`config.mk`:
```
export PLATFORM = sky130hd
export DESIGN_NAME = calendar_seconds_converter_core_flat
export DESIGN_NICKNAME = d
export VERILOG_FILES = /design/src/cscv_pkg.sv /design/src/cscv_if.sv /design/src/cscv_alu.sv /design/src/cscv_cfg.sv /design/src/calendar_seconds_converter_core.sv /design/src/flat_wrapper.sv
export SDC_FILE = /design/constraint.sdc
export NUM_CORES = 1
export LEC_CHECK = 0
export BUFFER_PORTS_ARGS = -buffer_cell sky130_fd_sc_hd__buf_2
export CAP_MARGIN = 5
export CORE_UTILIZATION = 40
export CTS_BUF_LIST = sky130_fd_sc_hd__clkbuf_8
export CTS_CLUSTER_SIZE = 28
export DETAILED_ROUTE_END_ITERATION = 6
export HOLD_SLACK_MARGIN = 0.15
export PLACE_DENSITY_LB_ADDON = 0.25
export SYNTH_ARGS = -nofsm -noshare
export SYNTH_HDL_FRONTEND = slang
export SYNTH_SLANG_ARGS = --single-unit
```
`constraint.sdc`:
```
create_clock -name clk -period 8.7 [get_ports clk]
set_input_delay 1.305 -clock clk [delete_from_list [all_inputs] [get_ports clk]]
set_output_delay 1.305 -clock clk [all_outputs]
set_load 0.03 [all_outputs]
```
`src/cscv_pkg.sv`:
```
// Shared types, constants and calendar helper functions of the calendar seconds converter.
package cscv_pkg;

    localparam logic [11:0] EPOCH_YEAR        = 12'd2000;
    localparam logic [11:0] YEAR_SPAN         = 12'd178;
    localparam logic [11:0] MIN_YEAR_RST      = 12'd2012;
    localparam logic [11:0] MAX_YEAR_RST      = 12'd2099;
    localparam logic [11:0] LEAPS_BEFORE_BASE = 12'((EPOCH_YEAR - 12'd1) / 4);
    localparam int          WEEK_BASE_OFS     =
        (365 * (int'(EPOCH_YEAR) - 1972) + (int'(EPOCH_YEAR) - 1) / 4 - 1971 / 4) % 7 + 5;
    localparam logic [17:0] WEEKDAY_OFS       = 18'(WEEK_BASE_OFS);

    localparam int          ALU_W      = 33;
    localparam logic [32:0] DAY_SECS   = 33'd86400;
    localparam logic [32:0] HOUR_SECS  = 33'd3600;
    localparam logic [32:0] MIN_SECS   = 33'd60;
    localparam logic [32:0] LEAP_YDAYS = 33'd366;
    localparam logic [32:0] YEAR_DAYS  = 33'd365;

    localparam logic [3:0] DAY_DIV_TOP  = 4'd15;
    localparam logic [3:0] HOUR_DIV_TOP = 4'd4;
    localparam logic [3:0] MIN_DIV_TOP  = 4'd5;
    localparam logic [3:0] LAST_MONTH   = 4'd12;

    typedef struct packed {
        logic        cmd;
        logic [11:0] year;
        logic [7:0]  month;
        logic [7:0]  day;
        logic [7:0]  hour;
        logic [7:0]  minute;
        logic [7:0]  sec;
        logic [31:0] seconds_in;
    } req_item_t;

    typedef struct packed {
        logic [31:0] seconds_out;
        logic [15:0] day_count;
        logic [2:0]  weekday;
        logic        valid_res;
        logic        range_error;
        logic [11:0] year_out;
        logic [3:0]  month_out;
        logic [4:0]  day_out;
        logic [4:0]  hour_out;
        logic [5:0]  minute_out;
        logic [5:0]  second_out;
    } rsp_item_t;

    typedef enum logic [0:0] {
        REG_MIN_YEAR = 1'b0,
        REG_MAX_YEAR = 1'b1
    } cfg_reg_t;

    typedef struct packed {
        logic [11:0] min_year;
        logic [11:0] max_year;
    } year_bounds_t;

    typedef enum logic {
        ALU_ADD,
        ALU_SUB
    } alu_op_t;

    typedef struct packed {
        alu_op_t           op;
        logic [ALU_W-1:0]  a;
        logic [ALU_W-1:0]  b;
    } alu_ctrl_t;

    typedef struct packed {
        logic [ALU_W-1:0] res;
        logic             borrow;
    } alu_res_t;

    typedef enum logic [3:0] {
        S_IDLE,
        S_C0_YEAR,
        S_C0_MON,
        S_C0_DAY,
        S_C0_DEC,
        S_C0_MUL_DAY,
        S_C0_MUL_HOUR,
        S_C0_MUL_MIN,
        S_C0_ADD_SEC,
        S_DAY_DIV,
        S_YEAR_LOOP,
        S_MONTH_LOOP,
        S_HOUR_DIV,
        S_MIN_DIV,
        S_DONE
    } state_t;

    function automatic logic [4:0] month_len(input logic leap, input logic [7:0] month);
        logic [4:0] len;
        case (month)
            8'd1:    len = 5'd31;
            8'd2:    len = leap ? 5'd29 : 5'd28;
            8'd3:    len = 5'd31;
            8'd4:    len = 5'd30;
            8'd5:    len = 5'd31;
            8'd6:    len = 5'd30;
            8'd7:    len = 5'd31;
            8'd8:    len = 5'd31;
            8'd9:    len = 5'd30;
            8'd10:   len = 5'd31;
            8'd11:   len = 5'd30;
            8'd12:   len = 5'd31;
            default: len = 5'd0;
        endcase
        return len;
    endfunction

    function automatic logic [8:0] cum_days(input logic [3:0] full);
        logic [8:0] days;
        case (full)
            4'd0:    days = 9'd0;
            4'd1:    days = 9'd31;
            4'd2:    days = 9'd59;
            4'd3:    days = 9'd90;
            4'd4:    days = 9'd120;
            4'd5:    days = 9'd151;
            4'd6:    days = 9'd181;
            4'd7:    days = 9'd212;
            4'd8:    days = 9'd243;
            4'd9:    days = 9'd273;
            4'd10:   days = 9'd304;
            4'd11:   days = 9'd334;
            4'd12:   days = 9'd365;
            default: days = 9'd0;
        endcase
        return days;
    endfunction

    // Since 8 is 1 modulo 7, octal digits are summed and folded twice.
    function automatic logic [2:0] mod7(input logic [17:0] x);
        logic [5:0] s1;
        logic [3:0] s2;
        logic [3:0] s3;
        s1 = 6'(x[2:0]) + 6'(x[5:3]) + 6'(x[8:6]) + 6'(x[11:9]) + 6'(x[14:12])
             + 6'(x[17:15]);
        s2 = 4'(s1[5:3]) + 4'(s1[2:0]);
        s3 = 4'(s2[3]) + 4'(s2[2:0]);
        return (s3 >= 4'd7) ? 3'(s3 - 4'd7) : s3[2:0];
    endfunction

endpackage

```
`src/cscv_if.sv`:
```
// Handshake channel interfaces for requests, results and register writes.
interface cscv_req_if import cscv_pkg::*; ();
    logic      valid;
    logic      ready;
    req_item_t data;
    modport source (output valid, output data, input ready);
    modport sink (input valid, input data, output ready);
endinterface

interface cscv_rsp_if import cscv_pkg::*; ();
    logic      valid;
    logic      ready;
    rsp_item_t data;
    modport source (output valid, output data, input ready);
    modport sink (input valid, input data, output ready);
endinterface

interface cscv_cfg_if import cscv_pkg::*; ();
    logic        valid;
    logic        ready;
    cfg_reg_t    addr;
    logic [11:0] data;
    modport source (output valid, output addr, output data, input ready);
    modport sink (input valid, input addr, input data, output ready);
endinterface

```
`src/cscv_alu.sv`:
```
// Shared adder and subtractor with borrow flag used by every conversion step.
module cscv_alu import cscv_pkg::*; (
    input  alu_ctrl_t ctrl,
    output alu_res_t  result
);

    logic [ALU_W:0]   sum;
    logic [ALU_W-1:0] b_eff;
    logic             is_sub;

    assign is_sub = (ctrl.op == ALU_SUB);
    assign b_eff  = is_sub ? ~ctrl.b : ctrl.b;
    assign sum    = {1'b0, ctrl.a} + {1'b0, b_eff} + (ALU_W + 1)'(is_sub);

    assign result.res    = sum[ALU_W-1:0];
    assign result.borrow = is_sub & ~sum[ALU_W];

endmodule

```
`src/cscv_cfg.sv`:
```
// Year bound registers written through the configuration channel.
module cscv_cfg import cscv_pkg::*; (
    input  logic          clk,
    input  logic          rst_n,
    cscv_cfg_if.sink      cfg,
    output year_bounds_t  bounds
);

    year_bounds_t bounds_reg;
    year_bounds_t bounds_next;

    assign cfg.ready = 1'b1;
    assign bounds    = bounds_reg;

    always_comb
    begin
        bounds_next = bounds_reg;
        if (cfg.valid)
        begin
            case (cfg.addr)
                REG_MIN_YEAR: bounds_next.min_year = cfg.data;
                REG_MAX_YEAR: bounds_next.max_year = cfg.data;
                default:      bounds_next = bounds_reg;
            endcase
        end
    end

    always_ff @(posedge clk or negedge rst_n)
    begin
        if (!rst_n)
        begin
            bounds_reg.min_year <= MIN_YEAR_RST;
            bounds_reg.max_year <= MAX_YEAR_RST;
        end
        else
        begin
            bounds_reg <= bounds_next;
        end
    end

endmodule

```
`src/calendar_seconds_converter_core.sv`:
```
// Top level of the calendar seconds converter: sequencer and datapath around one shared adder.
// The block takes one request at a time; every step goes through a single 33-bit adder and
// subtractor. A date-time to seconds request steps through the year, month, day, decrement,
// day, hour and minute multiply and second add states, and goes straight to the result when
// the year is out of span. A seconds to date-time request runs a long division by the day
// length, subtracts whole years, then whole months, divides by the hour and minute lengths and
// posts the result; the year and month subtraction loops set how long it runs. The result waits in an
// output register, so the next request can be taken while it is still pending.
module calendar_seconds_converter_core import cscv_pkg::*; (
    input  logic        clk,
    input  logic        rst_n,
    cscv_req_if.sink    req,
    cscv_rsp_if.source  rsp,
    cscv_cfg_if.sink    cfg
);

    state_t       state_reg, state_next;
    req_item_t    item_reg, item_next;
    logic [32:0]  acc_reg, acc_next;
    logic [16:0]  rem_reg, rem_next;
    logic [15:0]  q_reg, q_next;
    logic [15:0]  dc_reg, dc_next;
    logic [3:0]   cnt_reg, cnt_next;
    logic [11:0]  y_reg, y_next;
    logic [3:0]   m_reg, m_next;
    logic [4:0]   dd_reg, dd_next;
    logic [4:0]   hh_reg, hh_next;
    logic [5:0]   mm_reg, mm_next;
    logic [5:0]   ss_reg, ss_next;
    rsp_item_t    rsp_reg, rsp_next;
    logic         rsp_valid_reg, rsp_valid_next;

    year_bounds_t bounds;
    alu_ctrl_t    alu_ctrl;
    alu_res_t     alu_res;

    logic         req_xfer;
    logic         rsp_free;
    logic         rerr;
    logic         leap;
    logic         valid_c0;
    logic [7:0]   year_off;
    logic [11:0]  leap_cnt;
    logic [16:0]  year_days;
    logic [3:0]   full_months;
    logic         leap_add;
    logic [2:0]   weekday;
    logic         quot_bit;
    logic [32:0]  div_rem;
    logic [15:0]  q_shift;
    rsp_item_t    rsp_load;

    cscv_cfg u_cfg (
        .clk    (clk),
        .rst_n  (rst_n),
        .cfg    (cfg),
        .bounds (bounds)
    );

    cscv_alu u_alu (
        .ctrl   (alu_ctrl),
        .result (alu_res)
    );

    assign req.ready = (state_reg == S_IDLE);
    assign req_xfer  = req.valid & req.ready;
    assign rsp.valid = rsp_valid_reg;
    assign rsp.data  = rsp_reg;
    assign rsp_free  = ~rsp_valid_reg | rsp.ready;

    assign rerr        = (item_reg.year < EPOCH_YEAR) || (item_reg.year > EPOCH_YEAR + YEAR_SPAN);
    assign leap        = (item_reg.year[1:0] == 2'b00);
    assign year_off    = 8'(item_reg.year - EPOCH_YEAR);
    assign leap_cnt    = ((item_reg.year - 12'd1) >> 2) - LEAPS_BEFORE_BASE;
    assign year_days   = 17'(year_off) * 17'(YEAR_DAYS);
    assign full_months = (item_reg.month == 8'd0) ? 4'd0 :
                         (item_reg.month >= 8'd13) ? LAST_MONTH : 4'(item_reg.month - 8'd1);
    assign leap_add    = leap && (item_reg.month > 8'd2);
    assign weekday     = mod7(18'(dc_reg) + WEEKDAY_OFS) + 3'd1;

    assign valid_c0 = !rerr && (item_reg.hour <= 8'd23) && (item_reg.minute <= 8'd59)
                      && (item_reg.sec <= 8'd59) && (item_reg.year >= bounds.min_year)
                      && (item_reg.year <= bounds.max_year) && (item_reg.month >= 8'd1)
                      && (item_reg.month <= 8'd12) && (item_reg.day >= 8'd1)
                      && (item_reg.day <= 8'(month_len(leap, item_reg.month)));

    assign quot_bit = ~alu_res.borrow;
    assign div_rem  = quot_bit ? alu_res.res : acc_reg;
    assign q_shift  = {q_reg[14:0], quot_bit};

    always_comb
    begin
        state_next = state_reg;
        case (state_reg)
            S_IDLE:
                if (req_xfer)
                    state_next = req.data.cmd ? S_DAY_DIV : S_C0_YEAR;
            S_C0_YEAR:     state_next = rerr ? S_DONE : S_C0_MON;
            S_C0_MON:      state_next = S_C0_DAY;
            S_C0_DAY:      state_next = S_C0_DEC;
            S_C0_DEC:      state_next = S_C0_MUL_DAY;
            S_C0_MUL_DAY:  state_next = S_C0_MUL_HOUR;
            S_C0_MUL_HOUR: state_next = S_C0_MUL_MIN;
            S_C0_MUL_MIN:  state_next = S_C0_ADD_SEC;
            S_C0_ADD_SEC:  state_next = S_DONE;
            S_DAY_DIV:
                if (cnt_reg == 4'd0)
                    state_next = S_YEAR_LOOP;
            S_YEAR_LOOP:
                if (alu_res.borrow)
                    state_next = S_MONTH_LOOP;
            S_MONTH_LOOP:
                if (alu_res.borrow || (m_reg == LAST_MONTH))
                    state_next = S_HOUR_DIV;
            S_HOUR_DIV:
                if (cnt_reg == 4'd0)
                    state_next = S_MIN_DIV;
            S_MIN_DIV:
                if (cnt_reg == 4'd0)
                    state_next = S_DONE;
            S_DONE:
                if (rsp_free)
                    state_next = S_IDLE;
            default:       state_next = S_IDLE;
        endcase
    end

    always_comb
    begin
        alu_ctrl.op = ALU_ADD;
        alu_ctrl.a  = '0;
        alu_ctrl.b  = '0;
        case (state_reg)
            S_C0_YEAR:
            begin
                alu_ctrl.a = 33'(year_days);
                alu_ctrl.b = 33'(leap_cnt);
            end
            S_C0_MON:
            begin
                alu_ctrl.a = acc_reg;
                alu_ctrl.b = 33'(cum_days(full_months)) + 33'(leap_add);
            end
            S_C0_DAY:
            begin
                alu_ctrl.a = acc_reg;
                alu_ctrl.b = 33'(item_reg.day);
            end
            S_C0_DEC:
            begin
                alu_ctrl.op = ALU_SUB;
                alu_ctrl.a  = acc_reg;
                alu_ctrl.b  = 33'd1;
            end
            S_C0_MUL_DAY:
            begin
                alu_ctrl.b = 33'(dc_reg) * DAY_SECS;
            end
            S_C0_MUL_HOUR:
            begin
                alu_ctrl.a = acc_reg;
                alu_ctrl.b = 33'(item_reg.hour) * HOUR_SECS;
            end
            S_C0_MUL_MIN:
            begin
                alu_ctrl.a = acc_reg;
                alu_ctrl.b = 33'(item_reg.minute) * MIN_SECS;
            end
            S_C0_ADD_SEC:
            begin
                alu_ctrl.a = acc_reg;
                alu_ctrl.b = 33'(item_reg.sec);
            end
            S_DAY_DIV:
            begin
                alu_ctrl.op = ALU_SUB;
                alu_ctrl.a  = acc_reg;
                alu_ctrl.b  = DAY_SECS << cnt_reg;
            end
            S_YEAR_LOOP:
            begin
                alu_ctrl.op = ALU_SUB;
                alu_ctrl.a  = acc_reg;
                alu_ctrl.b  = (y_reg[1:0] == 2'b00) ? LEAP_YDAYS : YEAR_DAYS;
            end
            S_MONTH_LOOP:
            begin
                alu_ctrl.op = ALU_SUB;
                alu_ctrl.a  = acc_reg;
                alu_ctrl.b  = 33'(month_len(y_reg[1:0] == 2'b00, 8'(m_reg)));
            end
            S_HOUR_DIV:
            begin
                alu_ctrl.op = ALU_SUB;
                alu_ctrl.a  = acc_reg;
                alu_ctrl.b  = HOUR_SECS << cnt_reg;
            end
            S_MIN_DIV:
            begin
                alu_ctrl.op = ALU_SUB;
                alu_ctrl.a  = acc_reg;
                alu_ctrl.b  = MIN_SECS << cnt_reg;
            end
            default:
            begin
                alu_ctrl.op = ALU_ADD;
            end
        endcase
    end

    always_comb
    begin
        rsp_load             = '0;
        rsp_load.day_count   = dc_reg;
        rsp_load.weekday     = weekday;
        if (item_reg.cmd)
        begin
            rsp_load.seconds_out = item_reg.seconds_in;
            rsp_load.year_out    = y_reg;
            rsp_load.month_out   = m_reg;
            rsp_load.day_out     = dd_reg;
            rsp_load.hour_out    = hh_reg;
            rsp_load.minute_out  = mm_reg;
            rsp_load.second_out  = ss_reg;
        end
        else
        begin
            rsp_load.seconds_out = acc_reg[31:0];
            rsp_load.valid_res   = valid_c0;
            rsp_load.range_error = rerr;
        end
    end

    always_comb
    begin
        item_next      = item_reg;
        acc_next       = acc_reg;
        rem_next       = rem_reg;
        q_next         = q_reg;
        dc_next        = dc_reg;
        cnt_next       = cnt_reg;
        y_next         = y_reg;
        m_next         = m_reg;
        dd_next        = dd_reg;
        hh_next        = hh_reg;
        mm_next        = mm_reg;
        ss_next        = ss_reg;
        rsp_next       = rsp_reg;
        rsp_valid_next = rsp_valid_reg & ~rsp.ready;
        case (state_reg)
            S_IDLE:
            begin
                if (req_xfer)
                begin
                    item_next = req.data;
                    acc_next  = req.data.cmd ? {1'b0, req.data.seconds_in} : '0;
                    dc_next   = '0;
                    q_next    = '0;
                    cnt_next  = DAY_DIV_TOP;
                end
            end
            S_C0_YEAR:
            begin
                if (!rerr)
                    acc_next = alu_res.res;
            end
            S_C0_MON, S_C0_DAY, S_C0_MUL_DAY, S_C0_MUL_HOUR, S_C0_MUL_MIN, S_C0_ADD_SEC:
            begin
                acc_next = alu_res.res;
            end
            S_C0_DEC:
            begin
                acc_next = alu_res.res;
                dc_next  = alu_res.res[15:0];
            end
            S_DAY_DIV:
            begin
                if (cnt_reg == 4'd0)
                begin
                    dc_next  = q_shift;
                    rem_next = div_rem[16:0];
                    acc_next = 33'(q_shift);
                    y_next   = EPOCH_YEAR;
                end
                else
                begin
                    acc_next = div_rem;
                    q_next   = q_shift;
                    cnt_next = cnt_reg - 4'd1;
                end
            end
            S_YEAR_LOOP:
            begin
                if (alu_res.borrow)
                begin
                    m_next = 4'd1;
                end
                else
                begin
                    acc_next = alu_res.res;
                    y_next   = y_reg + 12'd1;
                end
            end
            S_MONTH_LOOP:
            begin
                if (alu_res.borrow || (m_reg == LAST_MONTH))
                begin
                    dd_next  = acc_reg[4:0] + 5'd1;
                    acc_next = 33'(rem_reg);
                    cnt_next = HOUR_DIV_TOP;
                    q_next   = '0;
                end
                else
                begin
                    acc_next = alu_res.res;
                    m_next   = m_reg + 4'd1;
                end
            end
            S_HOUR_DIV:
            begin
                acc_next = div_rem;
                if (cnt_reg == 4'd0)
                begin
                    hh_next  = q_shift[4:0];
                    cnt_next = MIN_DIV_TOP;
                    q_next   = '0;
                end
                else
                begin
                    q_next   = q_shift;
                    cnt_next = cnt_reg - 4'd1;
                end
            end
            S_MIN_DIV:
            begin
                acc_next = div_rem;
                if (cnt_reg == 4'd0)
                begin
                    mm_next = q_shift[5:0];
                    ss_next = div_rem[5:0];
                end
                else
                begin
                    q_next   = q_shift;
                    cnt_next = cnt_reg - 4'd1;
                end
            end
            S_DONE:
            begin
                if (rsp_free)
                begin
                    rsp_next       = rsp_load;
                    rsp_valid_next = 1'b1;
                end
            end
            default:
            begin
                acc_next = acc_reg;
            end
        endcase
    end

    always_ff @(posedge clk or negedge rst_n)
    begin
        if (!rst_n)
        begin
            state_reg     <= S_IDLE;
            rsp_valid_reg <= 1'b0;
        end
        else
        begin
            state_reg     <= state_next;
            rsp_valid_reg <= rsp_valid_next;
        end
    end

    always_ff @(posedge clk)
    begin
        item_reg <= item_next;
        acc_reg  <= acc_next;
        rem_reg  <= rem_next;
        q_reg    <= q_next;
        dc_reg   <= dc_next;
        cnt_reg  <= cnt_next;
        y_reg    <= y_next;
        m_reg    <= m_next;
        dd_reg   <= dd_next;
        hh_reg   <= hh_next;
        mm_reg   <= mm_next;
        ss_reg   <= ss_next;
        rsp_reg  <= rsp_next;
    end

endmodule

```
`src/flat_wrapper.sv`:
```
// flat-port wrapper written by rule: the top's interface ports become plain ports
module calendar_seconds_converter_core_flat import cscv_pkg::*;
  (clk, rst_n, req_valid, req_data, req_ready, rsp_valid, rsp_data, rsp_ready, cfg_valid, cfg_addr, cfg_data, cfg_ready);
  cscv_req_if req_i ();
  cscv_rsp_if rsp_i ();
  cscv_cfg_if cfg_i ();
  input  logic clk;
  input  logic rst_n;
  input wire logic [$bits(req_i.valid)-1:0] req_valid;
  input wire logic [$bits(req_i.data)-1:0] req_data;
  output wire logic [$bits(req_i.ready)-1:0] req_ready;
  output wire logic [$bits(rsp_i.valid)-1:0] rsp_valid;
  output wire logic [$bits(rsp_i.data)-1:0] rsp_data;
  input wire logic [$bits(rsp_i.ready)-1:0] rsp_ready;
  input wire logic [$bits(cfg_i.valid)-1:0] cfg_valid;
  input wire logic [$bits(cfg_i.addr)-1:0] cfg_addr;
  input wire logic [$bits(cfg_i.data)-1:0] cfg_data;
  output wire logic [$bits(cfg_i.ready)-1:0] cfg_ready;
  assign req_i.valid = req_valid;
  assign req_i.data = req_data;
  assign req_ready = req_i.ready;
  assign rsp_valid = rsp_i.valid;
  assign rsp_data = rsp_i.data;
  assign rsp_i.ready = rsp_ready;
  assign cfg_i.valid = cfg_valid;
  assign cfg_i.addr = cfg_addr;
  assign cfg_i.data = cfg_data;
  assign cfg_ready = cfg_i.ready;
  calendar_seconds_converter_core u_core (.clk(clk), .rst_n(rst_n), .req(req_i), .rsp(rsp_i), .cfg(cfg_i));
endmodule
```
# [Yosys cells after proc, flatten, opt, wreduce, memory -nomap -nowiden]
# Memories as Yosys holds them, arrays and structs flattened.
# Index checks and enable logic that the tools add are counted.
[word_totals] reg_bits=328 romBits=144 elab_cells=233 mem_count=1
[memory_table] memory="(name not given)" depth=16 width=9 rd=1 rd_ports_with_merged_regs=0 wr=0 line="cscv_pkg.sv:116" text="case (full)"
[op_classes] add_sub_neg=21 mul=4 order_cmp=14 n_eq_ne=49 n_shift=3 mux=51 bitwise=10 reduce_logical=46
[ops] operator="case mux 33 bit (13 select lines)" n=1
[ops] operator="2-to-1 mux 33 bit" n=6
[ops] operator="case mux 33 bit (6 select lines)" n=1
[ops] operator="2-to-1 mux 4 bit" n=17
[ops] operator="case mux 33 bit (2 select lines)" n=1
[ops] operator="2-to-1 mux 32 bit" n=2
[ops] operator="case mux 15 bit (4 select lines)" n=1
[ops] operator="case mux 4 bit (15 select lines)" n=1
[ops] operator="== test 4 bit (second input constant)" n=12
[ops] operator="case mux 16 bit (3 select lines)" n=1
[ops] operator="2-to-1 mux 15 bit" n=3
[ops] operator="== test 8 x 4 -> 1 bit (second input constant)" n=5
[ops] operator="adder 33 x 33 -> 34 bit" n=1
[ops] operator="adder 34 x 1 -> 34 bit" n=1
[ops] operator="NOT 33 bit" n=1
[ops] operator="<< shifter 12 x 4 -> 33 bit (first input constant)" n=1
[ops] operator="<< shifter 17 x 4 -> 33 bit (first input constant)" n=1
[ops] operator="<< shifter 6 x 4 -> 33 bit (first input constant)" n=1
[ops] operator="== test 4 x 3 -> 1 bit (second input constant)" n=8
[ops] operator="== test 8 x 3 -> 1 bit (second input constant)" n=4
[ops] operator="2-to-1 mux 16 bit" n=2
[ops] operator="case mux 5 bit (3 select lines)" n=2
[ops] operator="multiplier 16 x 10 -> 26 bit (second input constant)" n=1
[ops] operator="adder 6 x 3 -> 6 bit" n=4
[ops] operator="other kinds (65)" n=120

# [Depth between registers and ports, before layout]
# An unclocked memory read counts as a cell.
[depth] word_depth=16 ltp_mapped=34 ltp_nobuf=33

# [By module]
# Synthesis repeated with hierarchy kept, for this count alone.
[unflattened] hier_cells=2444 hier_area_um2=25622.1
[by_module_without_submodules] mod="calendar_seconds_converter_core" n_inst=1 cells_per_inst=2087 area_per_inst_um2=22526.6 seq_area_each_um2=9103.7
[by_module_without_submodules] mod="cscv_alu" n_inst=1 cells_per_inst=303 area_per_inst_um2=2114.5 seq_area_each_um2=0.0
[by_module_without_submodules] mod="cscv_cfg" n_inst=1 cells_per_inst=54 area_per_inst_um2=980.9 seq_area_each_um2=616.8

# [Least setup slack after synthesis]
# OpenSTA, ideal clock, no wires.
[synth_path] kind="input -> register" from="input rsp_ready" to="register u_core.rsp_reg, in the netlist u_core.rsp.data[0], enable pin" setup_ps=652 t_arrival_ps=7510 required_time_ps=8048 path_slack_ps=538 path_stages=2 n_path_buf=0 path_cell_list="nor2b_1 > nor3_1"
[synth_via] elab_chain_len=2
[synth_lines] element="start, declared" line="flat_wrapper.sv:14" text="input wire logic [$bits(rsp_i.ready)-1:0] rsp_ready;"
[synth_lines] element="OR 1 bit" line="calendar_seconds_converter_core.sv:69" text="assign rsp_free = ~rsp_valid_reg | rsp.ready;"
[synth_lines] element="AND reduction 2 bit (no line)"
[synth_lines] element="end signal, assigned" line="calendar_seconds_converter_core.sv:391" text="rsp_reg <= rsp_next;"
[synth_lines] element="end, declared" line="calendar_seconds_converter_core.sv:30" text="rsp_item_t rsp_reg, rsp_next;"
# Every way passes these cells.
# A chain may end at the register's enable or synchronous reset.

# [Worst setup path in the final report]
[layout_path] from="register u_core.item_reg[76] (netlist name)" to="register u_core.acc_reg[32], data pin"
[layout_via] elab_chain_len=12
[layout_lines] element="start, declared" line="calendar_seconds_converter_core.sv:18" text="req_item_t item_reg, item_next;"
[layout_lines] element="start signal, assigned" line="calendar_seconds_converter_core.sv:379" text="item_reg <= item_next;"
[layout_lines] element="branches (longest 5 deep; another with multiplier 8 x 9 -> 17 bit)"
[layout_lines] element="adder 33 x 33 -> 34 bit *" line="cscv_alu.sv:13" text="assign sum = {1'b0, ctrl.a} + {1'b0, b_eff} + (ALU_W + 1)'(is_sub);"
[layout_lines] element="adder 34 x 1 -> 34 bit *" line="cscv_alu.sv:13"
[layout_lines] element="NOT 1 bit" line="cscv_alu.sv:16" text="assign result.borrow = is_sub & ~sum[ALU_W];"
[layout_lines] element="AND 1 bit" line="cscv_alu.sv:16"
[layout_lines] element="2-to-1 mux 33 bit or logical OR 1 bit (tied branches)" line="calendar_seconds_converter_core.sv:88, calendar_seconds_converter_core.sv:306"
[layout_lines] element="2-to-1 mux 33 bit (on tied branches)" line="calendar_seconds_converter_core.sv:278, calendar_seconds_converter_core.sv:306"
[layout_lines] element="case mux 33 bit (6 select lines) *" line="calendar_seconds_converter_core.sv:250" text="case (state_reg)"
[layout_lines] element="via u_core.acc_next[32]" line="calendar_seconds_converter_core.sv:19" text="logic [32:0] acc_reg, acc_next;"
[layout_lines] element="end signal, assigned" line="calendar_seconds_converter_core.sv:380" text="acc_reg <= acc_next;"
[layout_lines] element="end, declared" line="calendar_seconds_converter_core.sv:19"
# Mark *: on every way through the listed nets, which the timed path passes. The select of a mux whose other input is x is not followed.

==> summary.md <==
| Metric | Value |
|---|---|
| Worst path max stage delay | around 550 ps |
| Synth top area share | 0.363 |
| H-tree depth | 2 |
| Number of synthesized flops with an enable pin | ~300 |
| Die Ht | approximately 250 um |
| GR Util All Layers | 0.223 |
| Asr flop ratio synth | 0.0884 |
| GRT overflow | 0 |
| Data arrival time of the worst path | between 8000 and 9000 ps |
| Worst r2r dst | u_core.acc_reg[32] |
| Max reg flops | 91 |
| Seq/Total Area, Yosys | 0.393 |
| DR DRC count | 0 |
| P&R area growth vs syn | 12.5% |
| Fmax | 124 MHz |
| I/O pin count | 197 |
| Initial antenna violation count | 3 |
| Fin crit share | 0.928 |
| Relative slew slack | 0.289 |
| Die X | 251 um |
| Max Cap Viol | 0 |
| Syn Std Cell Area | between 20000 and 25000 sq um |
| Hold depth | 1 |
| Gpl congestion | 0.955 |
| Min-delay worst type | flip-flop to flip-flop |
| Hold buffers post-CTS | 0 |
| Detailed placement HPWL | around 54 mm |
| Post-synthesis cell type count | just under 90 |
| Cell taking the most area after synthesis | edfxtp_1 |
| Seq. cell area | approximately 9700 sq um |
| Main flop type after synthesis | edfxtp_1 |
| Setup TNS | 0 ps |
| Row count | 90 |
| Min-delay src | u_core.u_cfg.bounds[8] |
| Worst slew pin tran | about 1100 ps |
| Seq cells post-synth | 328 |
| Clock tree buffer depth | 3 |
| Pre-antenna DRT Iters | 6 |
| Period minus WS final | 8070 ps |
| Reg-to-Reg Start | u_core.item_reg[76] |
| Core box area | slightly above 60000 sq um |
| Required @ worst endpoint | 9110 ps |
| Max-slew violations | 0 |
| Synthesized instance count | 2345 |
| Worst hold endpoint | u_core.u_cfg.bounds[8] |
| Routed WL per cell | roughly 21 um |
| Setup violators final | 0 |
| Final hold vios | 0 |
| Outcome | finished clean |
| Initial DRC Count | between 1000 and 1500 |
| Crit end category | flip-flop |
| Vias per inst | ~5.6 |
| Fill count | roughly 5700 |
| Share of post-route cells with drive strength above 1 | 0.157 |
| Clk root buf | clkbuf_8 |
| CTS tree | done |
| First-pass GRT wire length | 109 mm |
| Worst reg2reg path depth | 32 |
| Most common cell after layout, fill and taps aside | edfxtp_1 |
| CP max-delay cell | fa_1 |
| Final nets | a little over 3000 |
| Worst-path fanout max | 6 |
| DRT Wirelength | between 70 and 80 mm |
| Buffers added on ports | a little under 200 |
| CP Class | flip-flop to flip-flop |
| Post-synth net total | ~2800 |
| RSZ-0062 raised after global routing | false |
| R2R Setup Slk | between 600 and 700 ps |
| Post-DRT Antenna Nets | 0 |
| Mean Syn Cell Area | 10.5 sq um |
| Clock Skew | approximately 45 ps |
| Crit start category | flip-flop |
| Via Count | ~19000 |
| Die area | 62800 sq um |
| Synth warnings | 0 |
| Pin count of the biggest net entering global routing | 74 |
| Reg clk slew, reported paths | about 60 ps |
| Vias in the first global route | between 15000 and 20000 |
| Ranking of synthesized cells by area | edfxtp_1 (36%), ha_1 (15%), fa_1 (6.6%), xnor2_1 (3.8%), inv_1 (3.6%) |
| Area of the multi-input gates | about 14000 sq um |
| Starting Density | 0.407 |
| Worst-skew pair later-pin latency | approximately 700 ps |
| # clock sinks | about 330 |
| Most frequent cells in the layout | edfxtp_1 (299), ha_1 (287), inv_1 (254) |
| CTS Buf Count | between 50 and 60 |
## per-layer routing
metal | wire length [um] | global-route usage | vias up | part of all wire
li1 | - | - | 8919 | -
met1 | 30400 | 0.289 | 9226 | 0.43
met2 | 34500 | 0.384 | 559 | 0.49
met3 | 3500 | 0.0298 | 105 | 0.050
met4 | 1890 | 0.0706 | 2 | 0.027
met5 | 5 | 0 | - | 0.000071
## worst max-delay path: cells and delay by family, from the launching register on
kind	cells	cell delay, ps
AOI/OAI and AO/OA	15	3050
xor gates and xnor gates	3	840
adders and majority gates	7	2830
buffers and inverters	4	380
DFF	1	400
and+or+nand+nor	3	330
## cells in the mapped netlist, types with 15 or more instances
master    instances
nand3_1          42
a222oi_1         16
a22o_1           30
nor2b_1          26
a21oi_1         136
o21ai_0         106
clkbuf_1         57
dfrtp_1          16
ha_1            287
a21o_1           45
xor2_1           42
mux2_2           58
and2_1           80
nand4_1          24
fa_1             82
a221oi_1         15
o21bai_1         20
xnor2_1         108
nor3_1           39
and3_1           18
edfxtp_1        299
inv_1           237
nand2b_1         23
nor2_1          119
nand2_1         157
a31oi_1          21
a22oi_1          28
## per-stage QoR
| step | utilization | worst slack, ps | cells | area, sq um | hold WS, ps |
|---|---|---|---|---|---|
| 2_1_floorplan | - | 538 | 2345 | 24700 | 460 |
| 3_3_place_gp | 0.439 | 748 | 3274 | 26600 | 492 |
| 3_5_place_dp | 0.439 | 636 | 3274 | 26600 | 494 |
| 4_1_cts | 0.458 | 595 | 3380 | 27800 | 509 |
| 5_1_grt | 0.458 | 82.5 | 3381 | 27800 | 524 |
| 6_report | 0.458 | 626 | 3382 | 27800 | 506 |
## worst max-delay path by stage
stage                        startpoint            endpoint  slack (ps)  depth (start not counted)
finish              u_core.item_reg[76]  u_core.acc_reg[32]         630                         32
global placement       u_core.dc_reg[3]  u_core.acc_reg[16]         750                         30
CTS                    u_core.dc_reg[3]  u_core.acc_reg[16]         590                         30
floorplan                     rsp_ready  u_core.rsp.data[0]         540                          2
detailed placement     u_core.dc_reg[3]   u_core.acc_reg[3]         640                         30
global route        u_core.item_reg[76]  u_core.acc_reg[32]          80                         32
## kinds of logic after synthesis
logic type	Yosys count	synth area share
other cells	1	0.000152
fa+ha+maj	369	0.212
compound gates	539	0.147
mux	69	0.0311
simple gates	567	0.113
xor+xnor	150	0.0532
flops	328	0.393
buf+inv	322	0.0501
## what timing repair did
action                                  CTS  global route
resized for setup                         0             1
setup buffers                             0             0
endpoints found under the setup margin    0             4
## final cells by class
cell class	instances	share of cell area
flip-flops and latches	328	0.350
repair buffers	230	0.0446
clock inverters	48	0.0130
clock buffers	58	0.0287
multi-input cells	1695	0.496
inverters	239	0.0323
diodes	2	0.000180
well taps	782	0.0352
Power is left out: the tool's default activity adds up to more than one toggle a clock period on the data nets, which glitch-free logic cannot reach.
